--- src/hw/rtl/median_filter_3x3_assert.svh ---
// assertion macros for the median filter block
`ifndef MEDIAN_FILTER_3X3_ASSERT_SVH
`define MEDIAN_FILTER_3X3_ASSERT_SVH

// same-cycle implication, checked at every clock edge out of reset
`define MF3_ASSERT_NOW(name, ante, cons, msg) \
   name: assert property (@(posedge clock) disable iff (reset) (ante) |-> (cons)) \
      else $error(msg);

// next-cycle implication
`define MF3_ASSERT_NEXT(name, ante, cons, msg) \
   name: assert property (@(posedge clock) disable iff (reset) (ante) |=> (cons)) \
      else $error(msg);

`endif

--- src/hw/rtl/mf3_pkg.sv ---
`timescale 1ns / 1ps

package mf3_pkg;

   // entries in the queue between the window front and the median back
   localparam int QUEUE_DEPTH = 4;

   // reset geometry
   localparam logic [10:0] WIDTH_RESET  = 11'd640;
   localparam logic [12:0] HEIGHT_RESET = 13'd480;

   // register word indexes
   localparam logic REG_WIDTH  = 1'b0;
   localparam logic REG_HEIGHT = 1'b1;

   // one complete 3x3 window with its output position
   typedef struct packed {
      logic [8:0][7:0] win;
      logic [11:0]     row;
      logic [9:0]      col;
      logic            frame_end;
   } item_type;

   function automatic logic [7:0] min2(input logic [7:0] a, input logic [7:0] b);
      return (a < b) ? a : b;
   endfunction

   function automatic logic [7:0] max2(input logic [7:0] a, input logic [7:0] b);
      return (a < b) ? b : a;
   endfunction

   function automatic logic [7:0] min3(input logic [7:0] a, input logic [7:0] b,
                                       input logic [7:0] c);
      return min2(min2(a, b), c);
   endfunction

   function automatic logic [7:0] max3(input logic [7:0] a, input logic [7:0] b,
                                       input logic [7:0] c);
      return max2(max2(a, b), c);
   endfunction

   function automatic logic [7:0] med3(input logic [7:0] a, input logic [7:0] b,
                                       input logic [7:0] c);
      return max2(min2(a, b), min2(max2(a, b), c));
   endfunction

endpackage

--- src/hw/rtl/mf3_back.sv ---
`timescale 1ns / 1ps

module mf3_back (
   input  logic               clock,
   input  logic               reset,
   input  logic               q_valid,
   input  mf3_pkg::item_type  q_item,
   output logic               q_pop,
   output logic               rsp_valid,
   input  logic               rsp_stall,
   output logic [7:0]         rsp_median_value,
   output logic [11:0]        rsp_out_row,
   output logic [9:0]         rsp_out_col,
   output logic               rsp_frame_end
);

   // stage a: each window row sorted low to high
   logic             a_valid_ff;
   logic [2:0][7:0]  a_lo_ff, a_md_ff, a_hi_ff;
   logic [11:0]      a_row_ff;
   logic [9:0]       a_col_ff;
   logic             a_end_ff;

   // stage b: max of lows, median of middles, min of highs
   logic             b_valid_ff;
   logic [7:0]       b_lo_ff, b_md_ff, b_hi_ff;
   logic [11:0]      b_row_ff;
   logic [9:0]       b_col_ff;
   logic             b_end_ff;

   // stage c: output register
   logic             c_valid_ff;
   logic [7:0]       c_med_ff;
   logic [11:0]      c_row_ff;
   logic [9:0]       c_col_ff;
   logic             c_end_ff;

   logic out_free, b_go, b_free, a_go, a_free;

   // stall chain from the output back to the queue
   always_comb begin
      out_free = !c_valid_ff || !rsp_stall;
      b_go     = b_valid_ff && out_free;
      b_free   = !b_valid_ff || out_free;
      a_go     = a_valid_ff && b_free;
      a_free   = !a_valid_ff || b_free;
      q_pop    = q_valid && a_free;

      rsp_valid        = c_valid_ff;
      rsp_median_value = c_med_ff;
      rsp_out_row      = c_row_ff;
      rsp_out_col      = c_col_ff;
      rsp_frame_end    = c_end_ff;
   end

   always_ff @(posedge clock) begin
      if (reset) begin
         a_valid_ff <= 1'b0;
         b_valid_ff <= 1'b0;
         c_valid_ff <= 1'b0;
      end else begin
         if (a_free) begin
            a_valid_ff <= q_valid;
         end
         if (b_free) begin
            b_valid_ff <= a_go;
         end
         if (out_free) begin
            c_valid_ff <= b_go;
         end
      end
   end

   // row sort
   always_ff @(posedge clock) begin
      if (q_pop) begin
         for (int k = 0; k < 3; k++) begin
            a_lo_ff[k] <= mf3_pkg::min3(q_item.win[k*3], q_item.win[k*3+1],
                                        q_item.win[k*3+2]);
            a_md_ff[k] <= mf3_pkg::med3(q_item.win[k*3], q_item.win[k*3+1],
                                        q_item.win[k*3+2]);
            a_hi_ff[k] <= mf3_pkg::max3(q_item.win[k*3], q_item.win[k*3+1],
                                        q_item.win[k*3+2]);
         end
         a_row_ff <= q_item.row;
         a_col_ff <= q_item.col;
         a_end_ff <= q_item.frame_end;
      end
   end

   // column reduce
   always_ff @(posedge clock) begin
      if (a_go) begin
         b_lo_ff  <= mf3_pkg::max3(a_lo_ff[0], a_lo_ff[1], a_lo_ff[2]);
         b_md_ff  <= mf3_pkg::med3(a_md_ff[0], a_md_ff[1], a_md_ff[2]);
         b_hi_ff  <= mf3_pkg::min3(a_hi_ff[0], a_hi_ff[1], a_hi_ff[2]);
         b_row_ff <= a_row_ff;
         b_col_ff <= a_col_ff;
         b_end_ff <= a_end_ff;
      end
   end

   // final median of three
   always_ff @(posedge clock) begin
      if (b_go) begin
         c_med_ff <= mf3_pkg::med3(b_lo_ff, b_md_ff, b_hi_ff);
         c_row_ff <= b_row_ff;
         c_col_ff <= b_col_ff;
         c_end_ff <= b_end_ff;
      end
   end

endmodule
--- config.mk ---
export PLATFORM = sky130hd
export DESIGN_NAME = mf3_back
export DESIGN_NICKNAME = d
export VERILOG_FILES = /design/src/hw/rtl/median_filter_3x3_assert.svh /design/src/hw/rtl/mf3_pkg.sv /design/src/hw/rtl/mf3_back.sv
export SDC_FILE = /design/constraint.sdc
export NUM_CORES = 1
export LEC_CHECK = 0
export BUFFER_PORTS_ARGS = -buffer_cell sky130_fd_sc_hd__buf_4
export CAP_MARGIN = 20
export CORE_UTILIZATION = 60
export DETAILED_ROUTE_END_ITERATION = 8
export GPL_TIMING_DRIVEN = 0
export PLACE_DENSITY = 0.81
export SYNTH_ARGS = -nofsm -noshare
export SYNTH_HDL_FRONTEND = slang
export SYNTH_SLANG_ARGS = --single-unit
export TNS_END_PERCENT = 1
--- constraint.sdc ---
create_clock -name clock -period 13.7 [get_ports clock]
set_input_delay 2.055 -clock clock [delete_from_list [all_inputs] [get_ports clock]]
set_output_delay 2.055 -clock clock [all_outputs]
set_load 0.03 [all_outputs]
# Word-level counts from Yosys, hierarchy flattened
# Index checks and enable logic that the tools add are counted.
# Widths: inputs -> output; s select.
dict set report classes {
  mux 30
  magnitude_cmp 22
  n_reduce_logical 10
}
# op n
set ops {}
lappend ops {{$mux 8} 30}
lappend ops {{$lt 8x8->1} 22}
lappend ops {{$logic_not 1->1} 4}
lappend ops {{$logic_and 1x1->1} 3}
lappend ops {{$logic_or 1x1->1} 3}
dict set report word_totals {
  inputBits 99
  out_inout_bits 33
  elab_cells 87
  register_bits 176
}

# Depth between registers and ports, before layout
dict set report logic_depth {
  depth_word 6
  depth_mapped 28
  mapped_depth_nobuf 24
}

# Least setup slack after synthesis
# Ideal clock, no wire load.
dict set report synth_path {
  path_kind {input port to output port}
  start {in rsp_stall}
  end {out q_pop}
  required_time_ns 11.645
  path_slack_ns 1.858
  stages 2
  arrival_time_ns 9.787
  path_buffers 0
  cell_sequence {and3_1 > a21boi_0}
}
dict set report synth_via {
  elab_chain_len 5
}
# element line_no
set synth_lines {}
lappend synth_lines {{start: declaration} mf3_back.sv:10} ;# input logic rsp_stall,
lappend synth_lines {{$logic_not 1->1} mf3_back.sv:42} ;# out_free = !c_valid_ff || !rsp_stall;
lappend synth_lines {{$logic_or 1x1->1} mf3_back.sv:42}
lappend synth_lines {{$logic_or 1x1->1} mf3_back.sv:44} ;# b_free = !b_valid_ff || out_free;
lappend synth_lines {{$logic_or 1x1->1} mf3_back.sv:46} ;# a_free = !a_valid_ff || b_free;
lappend synth_lines {{$logic_and 1x1->1} mf3_back.sv:47} ;# q_pop = q_valid && a_free;
lappend synth_lines {{end: declaration} mf3_back.sv:8} ;# output logic q_pop,
# No other way between the ends.

# Worst setup path after layout
dict set report layout_path {
  start {in q_item[58] (netlist bit)}
  end {reg a_md_ff[13] (netlist bit) (data pin)}
}
dict set report layout_via {
  elab_chain_len 6
  elab_cells_between_ends 7
  classes_between {order compare: 3; mux: 4}
}
# element line_no
set layout_lines {}
lappend layout_lines {{start: declaration} mf3_back.sv:7} ;# input mf3_pkg::item_type q_item,
lappend layout_lines {{$lt 8x8->1} {mf3_pkg.sv:25, mf3_pkg.sv:29}}
lappend layout_lines {{$mux 8} mf3_pkg.sv:29} ;# return (a < b) ? b : a;
lappend layout_lines {{$lt 8x8->1} mf3_pkg.sv:25} ;# return (a < b) ? a : b;
lappend layout_lines {{$mux 8} mf3_pkg.sv:25}
lappend layout_lines {{$lt 8x8->1} mf3_pkg.sv:29}
lappend layout_lines {{$mux 8 *} mf3_pkg.sv:29}
lappend layout_lines {{end signal: indexed assignment} mf3_back.sv:80} ;# a_md_ff[k] <= mf3_pkg::med3(q_item.win[k*3], q_item.win[k*3+1],
lappend layout_lines {{end: declaration} mf3_back.sv:19} ;# logic [2:0][7:0] a_lo_ff, a_md_ff, a_hi_ff;
# Every way passes the cells marked *; elsewhere a longest branch is shown, timed or not.
# A chain may end at the register's enable or synchronous reset.

==> metrics <==
Max FO, Critical Path 10; drt total wl 29.5 mm; Max-Cap Viols 0; crit start category input port; fillers 1,378; final core occ 72.6%; Area Overhead vs Synth 17.7%; Die W 144 µm; dominant cell type by area after synthesis edfxtp_1; crit path time final 8.74 ns; Setup Fix Bufs, Post-CTS 0; Post-synth EDFFs 173; Fin Clk Skew 0.0169 ns; most instantiated cells after synthesis 173 x edfxtp_1, 154 x ha_1, 136 x inv_1; I/O pins 132; worst vdd ir 123 µV; setup-violating endpoint count in the final report 0; Mapped Area 12,100 µm²; sequential share of the synthesized area 43.5%; Max Slew Vio Count 0; pre-CTS setup slack 4.66 ns; GRT Total Usage 29.4%; top cell type's share of synthesized area 43.0%; nets@finish 1,571; RSZ-0062 raised after global routing false; Starting DRT DRC Count 764; share of layout cells above drive strength 1 19.2%; worst hold path class register to register; crit path kind input port to register; WP data required 13.88 ns; FF+latch count, synth 176; Clk Latency, worst-skew pair 0.45 ns; first-pass GRT wire length 45.6 mm; DRC errors left 0; Synth Flop Type edfxtp_1; multiplexer area fraction after synthesis 10.6%; diode count 0; relative slew slack 41.3%; Pwr Total 0.00276 W; period utilisation layout 63.8%; Sink Count 176; gpl congestion 0.979; vias in the first global route 9,108; HPWL Detailed 22.8 mm; Syn Area/Cell 10.4 µm²; Area contributors post-synth edfxtp_1 43%, ha_1 16%, mux2i_1 5.7%; arrival time at the worst endpoint 8.91 ns; Synth Area in XOR/XNOR 0%; TritonRoute pass-1 iters 5; endpoint class of the critical path register; row count 51; Synth async-reset ratio 0%; Simple-Gate Fraction of Synth Area 9.12%; die height 144 µm; CTS tree done; Antenna Violating Nets Remaining 0; Setup WS post-layout 4.96 ns; Least-Margin Pin Slew 0.881 ns; Synth warnings 0; antenna violations before repair 1; die area 20,700 µm²; final hold vios 0; most common cell in the netlist edfxtp_1; Post-Place Cells 1,564; fmax 114 MHz; Post-Synth Adder-Cell Area 16.0%; H-tree levels 4; Num CTS Buffers 17; synth unique cells 61; largest family of logic cells by synthesized area adder cells; pwr/cell area 194 nW/µm²; input/output buffers 131; post_cts resized 0; status finished, final reports clean; drt wl/cell 18.5 µm; total negative slack 0 ns; Synth Net Count 1,415; Starting Density 61.7%; gr ovfl total 0; Synth Area in Compound Gates 15.5%; cts hold-fix bufs 0; largest net degree at the start of global routing 37; via/cell ratio 5.93; clock-pin slew on the worst setup and hold paths 0.07 ns; final non-filler cell total 1,596; Post-Synthesis Cells 1,162; vias 9,470; Core Area 19,600 µm²; clk root buf clkbuf_16; leak pwr 6.47 nW; Clock Tree Buf Depth 2
## stage by stage
step | hold slack [ns] | area (µm²)
4_1_cts | 0.420 | 14200
5_1_grt | 0.425 | 14200
2_1_floorplan | 0.400 | 12100
3_5_place_dp | 0.405 | 13600
3_3_place_gp | 0.401 | 13400
6_report | 0.412 | 14200
## worst paths after layout
kind | start | to | slack (ns) | cells past startpoint
worst min-delay path | b_row_ff[3] | rsp_out_row[3] | 0.41 | 0
worst max-delay path | q_item[58] | a_md_ff[13] | 4.96 | 25
worst max register to register | a_md_ff[2] | b_md_ff[1] | 7.51 | 21
worst min register to register | b_row_ff[3] | rsp_out_row[3] | 0.41 | 0
## state kept, by name (all words and copies together) (netlist names)
register / flops
a_col_ff: 10
b_row_ff: 12
b_end_ff: 1
rsp_out_row: 12
b_lo_ff: 8
rsp_out_col: 10
b_md_ff: 8
a_md_ff: 24
a_valid_ff: 1
rsp_frame_end: 1
b_col_ff: 10
a_hi_ff: 24
b_valid_ff: 1
rsp_valid: 1
a_lo_ff: 24
a_end_ff: 1
rsp_median_value: 8
a_row_ff: 12
b_hi_ff: 8
## metal layers
metal  part of all wire [%]  GRT usage (%)
met4                    2.1           9.52
met5                      0              0
met2                     50           50.8
met1                     42           38.2
met3                    5.8           3.47
## layout by cell type, fill, tap and decap left out, types with 3 or more instances in the layout
master and instances:
edfxtp_1 173, ha_1 154, inv_1 136, buf_4 134, o21ai_0 95, nor2_1 90
a21oi_1 89, nand2_1 85, mux2i_1 69, mux2_2 52, a21o_1 27, nand4_1 17
clkbuf_16 17, a211oi_1 16, clkbuf_1 14, nand3_1 12, buf_2 11, nand2b_1 10
nor3_1 9, o211ai_1 7, o21a_1 7, nor2b_1 6, a31oi_1 5, a211o_1 5
inv_8 5, o31a_1 4, o2111ai_1 4, clkinv_8 4, buf_16 4, and3_1 3
a221o_1 3, o21ai_2 3, nor4_1 3, o31ai_1 3, o21ai_1 3, dfxtp_1 3
## worst max-delay path, stage by stage
cell       delay (ns)
buf_4            0.08
inv_1            0.04
ha_1             0.30
nand3_1          0.09
a21oi_1          0.12
nor2_1           0.05
o21ai_1          0.42
clkbuf_1         0.40
nand2_1          0.09
o21ai_0          0.28
ha_1             0.37
a211oi_1         0.26
a221oi_1         0.16
o2bb2ai_1        0.73
clkbuf_1         0.45
mux2i_1          0.38
ha_1             0.32
a21oi_1          0.14
o21ai_0          0.12
a2111oi_0        0.69
o211ai_1         0.23
and2_1           0.24
a31oi_1          0.37
clkbuf_1         0.37
a21oi_1          0.14
## cells by family after synthesis
logic type,count (synthesis)
multiplexers,121
buffers and inverters,165
AO/OA/AOI/OAI,298
flip-flops,176
AND/OR/NAND/NOR,248
adder cells (fa/ha/maj),154
## report_power, final
part / internal, W / total, W / switching (W) / leakage [nW]
registers: 0.000752 / 0.000807 / 0.0000553 / 1.68
clock network: 0.000282 / 0.000515 / 0.000233 / 0.309
logic: 0.000593 / 0.00144 / 0.000845 / 4.49
## area by class of cell
class / count / area [µm²] / area share [%]
flip-flops and latches: 176 / 5260 / 37.0
clock inverters: 15 / 215 / 1.51
inverters: 136 / 510 / 3.59
repair buffers: 137 / 1130 / 7.97
clock buffers: 17 / 425 / 2.99
well taps: 265 / 332 / 2.33
multi-input cells: 821 / 6210 / 43.7
plain buffers: 29 / 134 / 0.942
No activity file was read; power rests on OpenSTA's default activity.
