### src/hw/rtl/median_filter_3x3_assert.svh
// assertion macros for the median filter block
`ifndef MEDIAN_FILTER_3X3_ASSERT_SVH
`define MEDIAN_FILTER_3X3_ASSERT_SVH

// same-cycle implication, checked at every clock edge out of reset
`define MF3_ASSERT_NOW(name, ante, cons, msg) \
   name: assert property (@(posedge clock) disable iff (reset) (ante) |-> (cons)) \
      else $error(msg);

// next-cycle implication
`define MF3_ASSERT_NEXT(name, ante, cons, msg) \
   name: assert property (@(posedge clock) disable iff (reset) (ante) |=> (cons)) \
      else $error(msg);

`endif

### src/hw/rtl/mf3_pkg.sv
`timescale 1ns / 1ps

package mf3_pkg;

   // entries in the queue between the window front and the median back
   localparam int QUEUE_DEPTH = 4;

   // reset geometry
   localparam logic [10:0] WIDTH_RESET  = 11'd640;
   localparam logic [12:0] HEIGHT_RESET = 13'd480;

   // register word indexes
   localparam logic REG_WIDTH  = 1'b0;
   localparam logic REG_HEIGHT = 1'b1;

   // one complete 3x3 window with its output position
   typedef struct packed {
      logic [8:0][7:0] win;
      logic [11:0]     row;
      logic [9:0]      col;
      logic            frame_end;
   } item_type;

   function automatic logic [7:0] min2(input logic [7:0] a, input logic [7:0] b);
      return (a < b) ? a : b;
   endfunction

   function automatic logic [7:0] max2(input logic [7:0] a, input logic [7:0] b);
      return (a < b) ? b : a;
   endfunction

   function automatic logic [7:0] min3(input logic [7:0] a, input logic [7:0] b,
                                       input logic [7:0] c);
      return min2(min2(a, b), c);
   endfunction

   function automatic logic [7:0] max3(input logic [7:0] a, input logic [7:0] b,
                                       input logic [7:0] c);
      return max2(max2(a, b), c);
   endfunction

   function automatic logic [7:0] med3(input logic [7:0] a, input logic [7:0] b,
                                       input logic [7:0] c);
      return max2(min2(a, b), min2(max2(a, b), c));
   endfunction

endpackage

### src/hw/rtl/mf3_fifo.sv
`timescale 1ns / 1ps

module mf3_fifo (
   input  logic               clock,
   input  logic               reset,
   input  logic               push,
   input  mf3_pkg::item_type  push_item,
   output logic               full,
   input  logic               pop,
   output logic               head_valid,
   output mf3_pkg::item_type  head_item
);

   localparam int DEPTH = mf3_pkg::QUEUE_DEPTH;
   localparam int PW    = $clog2(DEPTH);

   mf3_pkg::item_type entry_ff [DEPTH];

   logic [PW-1:0] wr_ptr_ff, wr_ptr_in;
   logic [PW-1:0] rd_ptr_ff, rd_ptr_in;
   logic [PW:0]   count_ff, count_in;

   // pointer and fill update
   always_comb begin
      full       = (count_ff == (PW+1)'(DEPTH));
      head_valid = (count_ff != '0);
      head_item  = entry_ff[rd_ptr_ff];

      wr_ptr_in = wr_ptr_ff;
      rd_ptr_in = rd_ptr_ff;
      count_in  = count_ff;
      if (push) begin
         wr_ptr_in = (wr_ptr_ff == PW'(DEPTH - 1)) ? '0 : wr_ptr_ff + PW'(1);
      end
      if (pop) begin
         rd_ptr_in = (rd_ptr_ff == PW'(DEPTH - 1)) ? '0 : rd_ptr_ff + PW'(1);
      end
      if (push && !pop) begin
         count_in = count_ff + (PW+1)'(1);
      end else if (pop && !push) begin
         count_in = count_ff - (PW+1)'(1);
      end
   end

   always_ff @(posedge clock) begin
      if (reset) begin
         wr_ptr_ff <= '0;
         rd_ptr_ff <= '0;
         count_ff  <= '0;
      end else begin
         wr_ptr_ff <= wr_ptr_in;
         rd_ptr_ff <= rd_ptr_in;
         count_ff  <= count_in;
      end
   end

   // entry storage
   always_ff @(posedge clock) begin
      if (push) begin
         entry_ff[wr_ptr_ff] <= push_item;
      end
   end

endmodule

### config.mk
export PLATFORM = sky130hd
export DESIGN_NAME = mf3_fifo
export DESIGN_NICKNAME = d
export VERILOG_FILES = /design/src/hw/rtl/median_filter_3x3_assert.svh /design/src/hw/rtl/mf3_pkg.sv /design/src/hw/rtl/mf3_fifo.sv
export SDC_FILE = /design/constraint.sdc
export NUM_CORES = 1
export LEC_CHECK = 0
export BUFFER_PORTS_ARGS = -buffer_cell sky130_fd_sc_hd__buf_2
export CAP_MARGIN = 20
export CELL_PAD_IN_SITES_DETAIL_PLACEMENT = 1
export CELL_PAD_IN_SITES_GLOBAL_PLACEMENT = 1
export CORE_MARGIN = 1.5
export CORE_UTILIZATION = 38
export CTS_CLUSTER_SIZE = 8
export DETAILED_ROUTE_END_ITERATION = 6
export GPL_TIMING_DRIVEN = 0
export PLACE_DENSITY_LB_ADDON = 0.1
export RECOVER_POWER = 25
export SYNTH_ARGS = -nofsm -noshare
export SYNTH_HDL_FRONTEND = slang
export SYNTH_SLANG_ARGS = --single-unit
### constraint.sdc
create_clock -name clock -period 3.7 [get_ports clock]
set_input_delay 0.74 -clock clock [delete_from_list [all_inputs] [get_ports clock]]
set_output_delay 0.74 -clock clock [all_outputs]
set_load 0.05 [all_outputs]
Word level (Yosys, flattened, before mapping) --
Memory sizes are Yosys's and may differ from the RTL's. A register that Yosys moved wholly into a read port is not among the register bits. Cells that the tools add are included.
Storage, ports and cells: memories 1, logic and storage cells 25, input bits 99, register bits 7, memory bits (writable) 380
Memories:
- entry_ff | words 4, bits a word 95, rd ports 1, clocked after Yosys merged registers in 1, write ports 1, RTL line mf3_fifo.sv:17 | mf3_pkg::item_type entry_ff [DEPTH];
Cells by class: add/subtract/negate cells 4, reductions and logical operators 6, muxes and demuxes 8, equal/unequal tests 3
Operator list (count):
- 2-bit two-way mux | 4
- 3-bit two-way mux | 2
- 2-bit by 1-bit adder with 2-bit output (second input constant) | 2
- 2-bit equality test (second input constant) | 2
- 3-bit by 1-bit adder with 3-bit output (second input constant) | 1
- 3-bit equality test (second input constant) | 1
- 3-bit nonzero test | 1
- 3-bit by 1-bit subtractor with 3-bit output (second input constant) | 1
- 1-bit logical AND | 2
- 1-bit logical NOT | 2
- 1-bit two-way mux | 2
- 2-bit nonzero test | 1

Logic depth before layout (Yosys ltp) --
Gate-level depths: netlist of run 1.
depth in word-level cells 4, mapped depth 7, depth with buffers taken out 7

Worst setup path before layout of run 1 --
OpenSTA, ideal clock, no wires.
path kind input to register, start point in push, end point mem entry_ff[0][0] (netlist bit), enable pin, data arrival time 2.937 ns, cell stages on the path 1, path buffers 0, slack 0.299 ns, required time 3.236 ns, path through and2_1
On the way: cells in the longest elaborated chain, start to end 2
Ends and longest elaborated chain:
- from (decl) | RTL line mf3_fifo.sv:6 | input logic push,
- 1-bit two-way mux | RTL line mf3_fifo.sv:59 | if (push) begin
- 1-bit two-way mux (not written as such) | RTL line mf3_fifo.sv:60 | entry_ff[wr_ptr_ff] <= push_item;
- to (decl) | RTL line mf3_fifo.sv:17
Every way passes these cells.

==> run_results.csv, run 1 <==
group,metric,value,unit
global_route,grt_start_max_net_pins,51,
synthesis,ys_types,18,
synthesis,yosys_warnings,0,
sta,final.period_utilization,0.8388,
synthesis,ys_ff_latch,389,
clock_tree,hold_buffers,0,
clock_tree,cts_setup_buffers,0,
clock_tree,clockRootBuffer,"clkbuf_16",
job,drv_cap,0,
sta,fin_skew,16.70,ps
critical_path,cp-start-kind,"flop",
routing,vias_per_cell,5.045,
critical_path,crit_arrival,2360,ps
global_route,grt_use_total,0.1554,
floorplanning,coreArea,36700,sq um
sta,setup_violations,0,
critical_path,crit_type,"flop to output port",
placed_design,hpwl,17650,um
cells_and_area,instances_no_fill,1278,
routing,drc,0,
routing,wire_per_inst,22.72,um
pwr,p_total,10.77,mW
clock_tree,clkSlewWorstSetupHoldPaths,50,ps
cells_and_area,final_area,17300,sq um
global_route,grt_pass1_vias,7407,
critical_path,crit_family,"buffers and inverters",
placed_design,numPortBuffers,195,
sta,max_slew.worst_pin.slew,858.0,ps
critical_path,cpPeakStageDelay,640,ps
clock_tree,cts_buffer_depth,3,
critical_path,cp_slowest_cell,"clkbuf_1",
routing,detail-route-antenna-nets,0,
clock_tree,numClockSinks,389,
sta,finalHoldViolCount,0,
floorplanning,die-area,38520,sq um
routing,route.vias.total,6447,
placed_design,dp_slack,1120,ps
floorplanning,ioPinCount,196,
clock_tree,htree_levels,2,
pwr,leakage,5.718,nW
critical_path,crit_top_cell,"buf_2",
clock_tree,numCtsBuffers,54,
global_route,grt_first_pass_wirelength,44280,um
critical_path,end_kind,"output port",
global_route,grt_overflow_total,0,
cells_and_area,area_growth,21.87,%
cells_and_area,finalNetCount,903,
synthesis,syn-num-nets,647,
cells_and_area,drive_gt1_frac,0.3852,
floorplanning,die_h,196.3,um
floorplanning,fp.dieW,196.3,um
pwr,vdd_drop_max,0.3769,mV
placed_design,placedCellCount,1209,
critical_path,crit_buf_inv,3,
hold_path,hold_path_class,"primary input to flop",
clock_tree,clk_latency,570,ps
floorplanning,start_util,0.3868,
placed_design,dpl-instance-area,15900,sq um
placed_design,globalplace.congestion,0.6810,
synthesis,syn_avg_cell_area,26.24,sq um
routing,wl,29030,um
pwr,power.density,622.5,nW/um^2
critical_path,cp_cell_sequence,"buf_2 > clkbuf_1 > mux4_2 > buf_2",
clock_tree,cts_tree,"built",
critical_path,crit_fanout,10,
critical_path,required,2960,ps
floorplanning,placementRows,70,
status,status,"completed",
cells_and_area,antenna_cells,0,
routing,drtPass1Iterations,4,
sta,drv_slew,0,
sta,fin_crit,3104,ps
synthesis,syn-cell-area,14190,sq um
sta,timing.final.ws_setup,596.4,ps
routing,drt_iter0_markers,272,
synthesis,synthCells,541,
global_route,grt_antenna_before_repair,0,
sta,rsz0062_at_grt,"no",
synthesis,yosysSeqAreaShare,0.8166,
clock_tree,cts_resized,0,
sta,fmax,322.2,MHz
cells_and_area,final_util,0.4714,
sta,relSlewSlack,0.4280,
cells in the mapped netlist (all sizes together):
master	instances	area, sq um
nor3b	2	15.01
clkbuf	4	15.01
xor2	2	17.52
or3	2	12.51
dfxtp	9	180.2
a21oi	2	10.01
edfxtp	380	11410
ha	6	75.07
buf	18	186.4
fa	1	20.02
and2	4	25.02
inv	4	15.01
mux2i	4	40.04
o21ai	1	5.000
nor2	7	26.28
mux4	95	2140
metrics by stage:
stage	setup TNS (ps)	hold WS, ps
after floorplan	0	455.3
after global placement	-683130	478.8
after detailed placement	0	538.4
after CTS	0	341.1
after global routing	0	385.6
final	0	392.6
state kept, by name (all words and copies together), names as in the netlist, named ones only:
register / cells
count_ff: 3
wr_ptr_ff: 2
rd_ptr_ff: 2
entry_ff: 380
cells by family (layout without fill, tap and decap cells):
logic type,Yosys count,in the layout,share of synthesized area
multiplexers,99,99,0.1536
AND/OR/NAND/NOR,15,15,0.005553
AO/OA/AOI/OAI,3,3,0.001058
buffers and inverters,26,295,0.01525
flip-flops,389,389,0.8166
XOR/XNOR,2,2,0.001234
adder cells (fa/ha/maj),7,7,0.006699
per-layer routing:
metal  global-route usage  vias to the layer above  part of all wire
met5                    0                        -                 0
met4              0.06125                        0             0.024
met3              0.03816                       51             0.056
met2               0.2610                      185              0.51
met1               0.1945                     3385              0.41
li1                     -                     2826                 -
report_power, final:
part / internal (mW) / leakage (nW) / switching [mW]
Clock: 2.72 / 0.723 / 1.65
Sequential: 5.06 / 3.56 / 0.0465
Combinational: 0.382 / 1.43 / 0.904
final cells by class:
type / count / area (sq um)
fill: 3339 / 19400
clock buffer: 69 / 1481
multi-input combinational: 126 / 2396
inverter: 4 / 15.01
buffer: 22 / 201.4
tap: 468 / 585.6
timing repair buffer: 200 / 1027
sequential: 389 / 11590
layout by cell type, fill, tap and decap left out:
cell type / n
a21oi_1: 2
and2_4: 4
buf_12: 7
buf_16: 4
buf_2: 143
buf_6: 1
clkbuf_1: 78
clkbuf_16: 57
clkbuf_8: 1
dfxtp_1: 9
edfxtp_1: 380
fa_1: 1
ha_1: 6
inv_1: 4
mux2i_1: 4
mux4_2: 95
nor2_1: 7
nor3b_1: 2
o21ai_0: 1
or3_1: 2
xor2_1: 2
final timing paths:
| check | start | endpoint | slack, ps | cells after the start |
|---|---|---|---|---|
| max | flop | head_item[13] | 600 | 4 |
| min | push_item[44] | entry_ff[2][44] | 390 | 1 |
| max reg2reg | wr_ptr_ff[0] | entry_ff[3][29] | 1690 | 3 |
| min reg2reg | rd_ptr_ff[0] | flop | 560 | 2 |
Power figures use the tool's default switching activity.
==> run 2: changes to the inputs <==
- clock period: 3.7 -> 2.9 ns (I/O delays scaled with it)
==> run_results.csv, run 2 (synthesis results as in run 1) <==
group,metric,value,unit
clock_tree,numClockSinks,389,
cells_and_area,largestRegisters,"entry_ff x380, count_ff x3",
critical_path,rr_startpoint,"wr_ptr_ff[0]",
cells_and_area,area_growth,22.54,%
routing,route.vias.total,6409,
floorplanning,start_util,0.3868,
cells_and_area,largest_reg_flops,380,
sta,final.period_utilization,0.9652,
floorplanning,die-area,38520,sq um
global_route,grt_first_pass_wirelength,44060,um
sta,fin_skew,8.685,ps
clock_tree,clk_latency,570,ps
global_route,grt_pass1_vias,7277,
critical_path,r2r_setup_slack,870,ps
floorplanning,coreArea,36700,sq um
sta,relSlewSlack,0.5675,
routing,wl_met3,1714,um
critical_path,crit_top_cell,"buf_2",
critical_path,end_kind,"output port",
critical_path,required,2320,ps
sta,setup_violations,0,
floorplanning,die_h,196.3,um
pwr,vdd_drop_max,0.5172,mV
critical_path,cp.depth,4,
sta,finalHoldViolCount,0,
sta,rsz0062_at_grt,"yes",
routing,wl,28810,um
global_route,grt_use_total,0.1553,
routing,vias_per_cell,4.961,
routing,drt_iter0_markers,203,
global_route,grt_start_max_net_pins,39,
placed_design,globalplace.congestion,0.7005,
status,status,"completed",
sta,max_slew.worst_pin.slew,648.7,ps
critical_path,crit_path_end,"head_item[79]",
critical_path,cp_cell_sequence,"buf_2 > buf_1 > mux4_2 > buf_2",
critical_path,crit_type,"flop to output port",
critical_path,crit_arrival,2220,ps
global_route,grt_overflow_total,0,
critical_path,cpPeakStageDelay,520,ps
pwr,leakage,5.764,nW
cells_and_area,seqCellArea,11590,sq um
cells_and_area,final_cell_mix,"380 x edfxtp_1, 144 x buf_2, 95 x mux4_2",
clock_tree,clockRootBuffer,"clkbuf_16",
floorplanning,fp.dieW,196.3,um
critical_path,cp-start-kind,"flop",
sta,fmax,357.3,MHz
placed_design,dpl-instance-area,15950,sq um
routing,detail-route-antenna-nets,0,
clock_tree,cts_setup_buffers,0,
routing,wire_per_inst,22.30,um
cells_and_area,drive_gt1_frac,0.3888,
hold_path,hold_path_class,"primary input to flop",
routing,top_layer,"met5",
clock_tree,cts_tree,"built",
cells_and_area,top_register,"entry_ff",
routing,drc,0,
placed_design,hpwl,18080,um
pwr,power.density,793.5,nW/um^2
critical_path,cp_slowest_cell,"buf_1",
critical_path,r2r_end,"entry_ff[2][21]",
routing,wl_met2,14450,um
clock_tree,clkSlewWorstSetupHoldPaths,50,ps
cells_and_area,fillers,3362,
critical_path,crit_buf_inv,3,
clock_tree,numCtsBuffers,54,
cells_and_area,final_common_cell,"edfxtp_1",
clock_tree,hold_buffers,0,
global_route,grt_antenna_before_repair,3,
job,drv_cap,0,
routing,wl_met1,11900,um
cells_and_area,final_area,17390,sq um
clock_tree,htree_levels,2,
floorplanning,placementRows,70,
critical_path,crit_family,"buffers and inverters",
placed_design,numPortBuffers,195,
clock_tree,cts_buffer_depth,3,
sta,drv_slew,0,
critical_path,reg2reg_depth,5,
sta,finalHoldWorstSlack,228.8,ps
cells_and_area,multi_input_comb_area,2396,sq um
cells_and_area,finalNetCount,906,
critical_path,crit_fanout,10,
sta,fin_crit,2799,ps
routing,drtPass1Iterations,4,
floorplanning,ioPinCount,196,
==> run 2: cell count changes in the layout (fill, tap and decap cells not counted) <==
cell and delta:
clkbuf_2 +2, buf_1 +1, buf_2 +1, buf_12 +4
buf_16 -1, buf_4 +2, clkbuf_8 -1, diode_2 +1
clkbuf_1 +4, clkinv_2 +1
==> run 2: power breakdown <==
group	total, mW	internal [mW]	switching, mW
registers	6.51	6.45	0.0597
clock network	5.64	3.51	2.13
logic	1.65	0.498	1.15
total	13.8	10.5	3.34
==> run 2: timing repair <==
action,in CTS,in global routing
gates resized for setup,3,3
setup endpoints to repair,52,19
endpoints found under the hold margin,0,0
==> run 2: how the worst min path moves through the flow <==
| stage | start | endpoint | slack (ps) | cells after the start |
|---|---|---|---|---|
| after floorplan | count_ff[2] | count_ff[2] | 460 | 2 |
| after global placement | count_ff[2] | count_ff[2] | 470 | 2 |
| after detailed placement | count_ff[2] | count_ff[2] | 520 | 2 |
| after CTS | push_item[66] | entry_ff[1][66] | 180 | 1 |
| after global routing | push_item[33] | entry_ff[1][33] | 220 | 1 |
| final | push_item[1] | entry_ff[2][1] | 230 | 1 |
==> run 2: metal layers <==
metal / vias to the layer above / global-route usage
li1: 2840 / -
met1: 3339 / 0.1914
met2: 172 / 0.2594
met3: 54 / 0.04470
met4: 4 / 0.06040
met5: - / 0
==> run 2: cell type report <==
type                            instances  share of cell area
Antenna cell                            1           0.0001439
Buffer                                 22             0.01201
Clock buffer                           78             0.08654
Clock inverter                          1           0.0002877
Inverter                                4           0.0008632
Multi-Input combinational cell        126              0.1378
Sequential cell                       389              0.6664
Tap cell                              468             0.03367
Timing Repair Buffer                  203             0.06230
==> run 2: metrics by stage <==
| stage | power [mW] | setup TNS, ps | utilization | setup WS, ps | instances |
|---|---|---|---|---|---|
| after detailed placement | 8.323 | 0 | 0.4346 | 480.6 | 1212 |
| after global routing | 14.29 | -95.80 | 0.4739 | -18.91 | 1291 |
| final | 13.80 | 0 | 0.4740 | 100.9 | 1292 |
| after global placement | 8.256 | -189660 | 0.4295 | -520.7 | 1204 |
| after CTS | 14.04 | 0 | 0.4759 | 12.91 | 1291 |
| after floorplan | 7.807 | 0 | - | 702.0 | 541 |
